<file path="src/hdl/lru_block_cache_macros.svh">
// Assertion macros shared by the cache RTL.
`ifndef LRU_BLOCK_CACHE_MACROS_SVH
`define LRU_BLOCK_CACHE_MACROS_SVH

// The condition must never be seen outside reset.
`define LBC_NEVER(lbl, cond, msg) \
   lbl: assert property (@(posedge clock) disable iff (reset) !(cond)) \
      else $error(msg);

// The antecedent in a cycle implies the consequent in that cycle.
`define LBC_IMPLIES(lbl, ante, cons, msg) \
   lbl: assert property (@(posedge clock) disable iff (reset) (ante) |-> (cons)) \
      else $error(msg);

`endif

</file>
<file path="src/hdl/lbc_pkg.sv">
// Types and constants of the block cache.
package lbc_pkg;

   localparam int ENT_IDX_W = 12;
   localparam int ENT_CNT_W = 13;

   localparam logic [1:0] FN_STAGE  = 2'd0;
   localparam logic [1:0] FN_LOOKUP = 2'd1;
   localparam logic [1:0] FN_UPDATE = 2'd2;
   localparam logic [1:0] FN_INSERT = 2'd3;

   localparam logic [1:0] ST_OK   = 2'd0;
   localparam logic [1:0] ST_MISS = 2'd1;
   localparam logic [1:0] ST_DUP  = 2'd2;
   localparam logic [1:0] ST_FAIL = 2'd3;

   localparam logic [2:0] CSR_ENABLE  = 3'd0;
   localparam logic [2:0] CSR_ENTRIES = 3'd4;

   // Search word that walks along the entry cells.
   typedef struct packed {
      logic                 active;
      logic                 found;
      logic [ENT_IDX_W-1:0] found_idx;
      logic                 victim;
      logic [ENT_IDX_W-1:0] victim_idx;
      logic [31:0]          lowest;
   } scan_type;

   // Entry write broadcast to all cells.
   typedef struct packed {
      logic                 clear;
      logic                 en;
      logic                 set_tags;
      logic [ENT_IDX_W-1:0] idx;
      logic [3:0]           disk;
      logic [7:0]           blk;
      logic [31:0]          stamp;
   } wr_type;

endpackage

</file>
<file path="src/hdl/lbc_cell.sv">
// One cache entry: tags, stamp and one stage of the search chain.
module lbc_cell #(
   parameter int INDEX = 0
) (
   input  logic                          clock,
   input  logic                          reset,
   input  lbc_pkg::scan_type             scan_in,
   output lbc_pkg::scan_type             scan_out,
   input  lbc_pkg::wr_type               wr,
   input  logic [lbc_pkg::ENT_CNT_W-1:0] live_n,
   input  logic [3:0]                    key_disk,
   input  logic [7:0]                    key_blk
);

   logic              valid_ff;
   logic [3:0]        disk_ff;
   logic [7:0]        blk_ff;
   logic [31:0]       stamp_ff;
   lbc_pkg::scan_type scan_ff;
   lbc_pkg::scan_type scan_in_w;

   always_comb begin
      scan_in_w = scan_in;
      if (scan_in.active && (lbc_pkg::ENT_CNT_W'(INDEX) < live_n)) begin
         if (valid_ff && disk_ff == key_disk && blk_ff == key_blk && !scan_in.found) begin
            scan_in_w.found     = 1'b1;
            scan_in_w.found_idx = lbc_pkg::ENT_IDX_W'(INDEX);
         end
         if (!valid_ff || stamp_ff < scan_in.lowest) begin
            scan_in_w.victim     = 1'b1;
            scan_in_w.victim_idx = lbc_pkg::ENT_IDX_W'(INDEX);
            scan_in_w.lowest     = stamp_ff;
         end
      end
   end

   always_ff @(posedge clock) begin
      if (reset) begin
         scan_ff  <= '0;
         valid_ff <= 1'b0;
         disk_ff  <= '0;
         blk_ff   <= '0;
         stamp_ff <= '0;
      end else begin
         scan_ff <= scan_in_w;
         if (wr.clear) begin
            valid_ff <= 1'b0;
            disk_ff  <= '0;
            blk_ff   <= '0;
            stamp_ff <= '0;
         end else if (wr.en && wr.idx == lbc_pkg::ENT_IDX_W'(INDEX)) begin
            stamp_ff <= wr.stamp;
            if (wr.set_tags) begin
               valid_ff <= 1'b1;
               disk_ff  <= wr.disk;
               blk_ff   <= wr.blk;
            end
         end
      end
   end

   assign scan_out = scan_ff;

endmodule

</file>
<file path="config.mk">
export PLATFORM = sky130hd
export DESIGN_NAME = lbc_cell
export DESIGN_NICKNAME = d
export VERILOG_FILES = /design/src/hdl/lru_block_cache_macros.svh /design/src/hdl/lbc_pkg.sv /design/src/hdl/lbc_cell.sv
export SDC_FILE = /design/constraint.sdc
export NUM_CORES = 1
export LEC_CHECK = 0
export BUFFER_PORTS_ARGS = -buffer_cell sky130_fd_sc_hd__buf_2
export CORE_MARGIN = 2
export CORE_UTILIZATION = 52
export DETAILED_ROUTE_END_ITERATION = 12
export PLACE_DENSITY = 0.86
export SYNTH_ARGS = -nofsm -noshare
export SYNTH_HDL_FRONTEND = slang
export SYNTH_SLANG_ARGS = --single-unit
</file>
<file path="constraint.sdc">
create_clock -name clock -period 5.4 [get_ports clock]
set_input_delay 0 -clock clock [delete_from_list [all_inputs] [get_ports clock]]
set_output_delay 0 -clock clock [all_outputs]
set_load 0.005 [all_outputs]
</file>
==> Yosys cells after proc, flatten, opt, wreduce, memory -nomap -nowiden <==
Cells that the tools add are included.
{ "totals": {"ff_bits": 104, "input_bits": 145, "out_inout_bits": 59, "wordCells": 28} }
{ "op_classes": {"order_cmp": 2, "eq_ne": 2, "n_mux": 3, "reduce_logical": 11} }
{ "op_table": {"columns": ["cell", "n"], "rows": [
  ["58-bit two-way mux", 1],
  ["45-bit two-way mux", 1],
  ["32-bit < comparator", 1],
  ["1-bit by 13-bit < comparator with 1-bit output, first input constant", 1],
  ["13-bit two-way mux", 1],
  ["12-bit logical NOT", 1],
  ["8-bit equality test", 1],
  ["1-bit logical AND", 5],
  ["4-bit equality test", 1],
  ["1-bit logical NOT", 2],
  ["2-bit AND reduction", 1],
  ["2-bit OR reduction", 1],
  ["1-bit logical OR", 1]
]} }

==> Logic depth before layout (Yosys ltp) <==
{ "depth": {"depth_word": 6, "depth_mapped": 10, "depth_no_buf": 8} }

==> Least setup slack after synthesis <==
Ideal clock, no wire load.
{ "synth_path": {"path_type": "register to register", "from": "register stamp_ff[7]", "to": "register scan_ff, in the netlist scan_out[44]", "setup_time_ns": 0.115, "arrival_ns": 1.920, "t_required_ns": 5.285, "slack_ns": 3.365, "stages_incl_launch_ff": 10, "period_less_slack_ns": 2.035, "cell_sequence": "dfxtp_1 > ha_1 > and4_1 > o21ai_1 > or3_1 > a311oi_1 > a211oi_1 > buf_6 > buf_12 > o21ba_1"} }
{ "synth_between": {"elab_chain_cells": 4} }
{ "synth_rtl": {"columns": ["item", "line_no", "text"], "rows": [
  ["start: declaration", "lbc_cell.sv:18", "logic [31:0] stamp_ff;"],
  ["start signal: assignment", "lbc_cell.sv:52", "stamp_ff <= wr.stamp;"],
  ["32-bit < comparator", "lbc_cell.sv:29", "if (!valid_ff || stamp_ff < scan_in.lowest) begin"],
  ["1-bit logical OR", "lbc_cell.sv:29", null],
  ["45-bit two-way mux", "lbc_cell.sv:29", null],
  ["58-bit two-way mux", "lbc_cell.sv:24", "if (scan_in.active && (lbc_pkg::ENT_CNT_W'(INDEX) < live_n)) begin"],
  ["end signal: assignment", "lbc_cell.sv:45", "scan_ff <= scan_in_w;"],
  ["end: declaration", "lbc_cell.sv:19", "lbc_pkg::scan_type scan_ff;"]
]} }
Every way passes these cells.
A chain may end at the register's enable or synchronous reset.

==> Worst setup path in the final report <==
{ "layout_path": {"from": "register stamp_ff[31]", "to": "register scan_ff, in the netlist scan_out[44]"} }
The elaborated chain is that of the path after synthesis.

==> impl_metrics.tcl <==
set metrics [dict create \
    die-area_mm2 0.0100 \
    wirelength_mm 14.6 \
    dp.cells 826 \
    multi_input_area_mm2 0.00243 \
    path_clk_slew_ns 0.11 \
    post_drt_wl_per_cell_um 15.4 \
    period_needed_ns 2.40 \
    grt_overflow 0 \
    synth_seq_cells 104 \
    timing.final.hold_violations 0 \
    vias 4791 \
    final_layout_size_suffix_gt1_share_pct 28.8 \
    area_growth_pct 46.8 \
    fmax_ghz 0.417 \
    critPathTopFamily "compound AO/OA/AOI/OAI gates" \
    clk_path_buf_depth 2 \
    synth.avg_cell_area_um2 8.95 \
    outcome "completed" \
    rsz0062_at_grt "false" \
    min_path_type "input port to flop" \
    first_pass_iters 5 \
    startpoint_type "flop" \
    path_cells "ha_1, nand4_1, nor4_1, nand2_1, a311oi_1, a211oi_4, buf_4, o21ba_1" \
    arrival_ns 2.65 \
    grt_max_degree 82 \
    crit_buf_inv 1 \
    maxSlewViolCount 0 \
    synth.area.top_cells "dfxtp_1, nand2b_1, ha_1" \
    io_pins 204 \
    cts_buffers 9 \
    clock_sinks 104 \
    design_area_mm2 0.00704 \
    grt_pass1_vias 4946 \
    register_area_mm2 0.00208 \
    diodes 0 \
    syn-num-nets 712 \
    cp.required_ns 5.65 \
    dieWidth_um 100 \
    relSlewSlack_pct 39.7 \
    crit_slowest_cell "a311oi_1" \
    nNetsFinal 1005 \
    post_synth_inst_count 536 \
    die_y_um 100 \
    final_antenna_net_count 0 \
    cts_root_buf "clkbuf_8" \
    fin_crit_sh_pct 44.4 \
    start_util_pct 52.7 \
    netlist.area_leader.share_pct 43.4 \
    drc 0 \
    fillCellCount 605 \
    layoutNonFillerInstCount 945 \
    core_area_mm2 0.00911 \
    synth_area_leader_cell "dfxtp_1" \
    post_cts_buffers 0 \
    io_buffers 203 \
    totalNegativeSetupSlack_ns 0 \
    synth.cell_area_mm2 0.00480 \
    leakage_nw 3.32 \
    place_area_mm2 0.00582 \
    synth_enable_flop_cells 0 \
    async_flop_share_pct 0 \
    drt_iter0_drc 190 \
    yosysMostFrequentCell "dfxtp_1" \
    globalplace.congestion 0.853 \
    grt_pass1_wl_mm 22.7 \
    maxCapViolations 0 \
    critPathKind "flop to flop" \
    synth_ff_type "dfxtp_1" \
    synth_warnings 0 \
    path_max_fanout 24 \
    place_hpwl_mm 8.67 \
    ir_drop_mv 0.137 \
    htreeDepth 3 \
    rows 35 \
    track_usage_pct 28.4 \
    whs_ns 0.214 \
    skew_ns 0.0146 \
    routed_via_density 5.07 \
    synth_commonest_cells "dfxtp_1, nand2_1, nand2b_1, a21oi_1, inv_1" \
    clock_latency_ns 0.36 \
    tightest_slew_ns 0.905 \
    max_stage_delay_ns 0.41 \
    power_density_mw_per_mm2 211 \
    ys_seq_area_share_pct 43.4 \
    antenna_found_initial 0 \
    tritoncts "built" \
    setup_viol 0 \
    endpoint_kind "flop" \
    yosysUniqueCellTypes 39 \
]
[worst min-delay path: cells and delay by family]
kind            cells  cell delay, ns
simple gates        2            0.39
compound gates      1            0.05
buf+inv             1            0.09
[kinds of logic after synthesis]
family | Yosys count | share of synthesized area, %
and+or+nand+nor | 224 | 25.2
DFF | 104 | 43.4
AOI/OAI and AO/OA | 71 | 8.22
buffers and inverters | 62 | 6.21
muxes | 32 | 6.68
adders and majority gates | 31 | 8.09
xor gates and xnor gates | 12 | 2.19
[state kept, by name, summed over array words and instances (netlist names)]
| signal | flops |
|---|---|
| stamp_ff | 32 |
| valid_ff | 1 |
| blk_ff | 8 |
| disk_ff | 4 |
| scan_out | 59 |
[cell type report]
cell class	count	area share, %
repair buffers	310	29.5
well taps	111	1.97
inverters	34	1.81
flip-flops and latches	104	29.6
clock inverters	7	0.906
clock buffers	9	1.76
multi-input cells	370	34.5
[metal layers]
| layer | part of all wire [%] | global-route usage (%) |
|---|---|---|
| met4 | 3.7 | 12.3 |
| met5 | 0 | 0 |
| met3 | 6.0 | 5.85 |
| met1 | 38 | 31.0 |
| met2 | 52 | 53.1 |
[path summary, 6_finish.rpt]
| kind | start | end | slack, ns | cells after the start |
|---|---|---|---|---|
| max reg2reg | stamp_ff[31] | scan_out[44] | 3.00 | 8 |
| min | wr[56] | disk_ff[0] | 0.21 | 4 |
| min reg2reg | disk_ff[0] | disk_ff[0] | 0.47 | 2 |
| max | stamp_ff[31] | scan_out[44] | 3.00 | 8 |
[metrics by stage]
| step | worst slack [ns] | util (%) | total power [mW] |
|---|---|---|---|
| global route | 2.86 | 77.3 | 1.54 |
| floorplan | 3.37 | - | 0.886 |
| detailed placement | 3.01 | 63.9 | 0.968 |
| global placement | 3.09 | 63.9 | 0.964 |
| finish | 3.00 | 77.3 | 1.48 |
| CTS | 2.99 | 77.3 | 1.48 |
[cells in the final DEF (no fill, tap or decap), types with 2 or more instances in the layout]
| master | synthesis | routed |
|---|---|---|
| a21oi_1 | 56 | 56 |
| and2_1 | 13 | 13 |
| and3_1 | 2 | 2 |
| and4_1 | 2 | 2 |
| buf_2 | 1 | 203 |
| buf_4 | 0 | 4 |
| clkbuf_8 | 0 | 9 |
| clkinv_4 | 0 | 2 |
| clkinvlp_4 | 0 | 2 |
| dfxtp_1 | 104 | 104 |
| dlygate4sd3_1 | 0 | 103 |
| ha_1 | 31 | 31 |
| inv_1 | 33 | 33 |
| inv_8 | 0 | 2 |
| mux2i_1 | 32 | 32 |
| nand2_1 | 99 | 99 |
| nand2b_1 | 64 | 64 |
| nand3_1 | 4 | 4 |
| nand4_1 | 4 | 4 |
| nor2_1 | 10 | 10 |
| nor3_1 | 4 | 4 |
| nor3b_2 | 12 | 12 |
| nor4_1 | 6 | 6 |
| o21ai_0 | 4 | 4 |
| xnor2_1 | 5 | 5 |
| xor2_1 | 7 | 7 |
[where the power goes]
group	internal, mW	switching [mW]	leakage (nW)
clock	0.178	0.288	0.0899
combinational	0.135	0.0915	2.38
sequential	0.786	0.00562	0.849
total	1.10	0.385	3.32
[repair_timing]
action | in CTS | in global routing
hold buffers | 103 | 0
gates resized for setup | 0 | 0
endpoints found under the hold margin | 103 | 0
No activity file was read; power rests on OpenSTA's default activity.
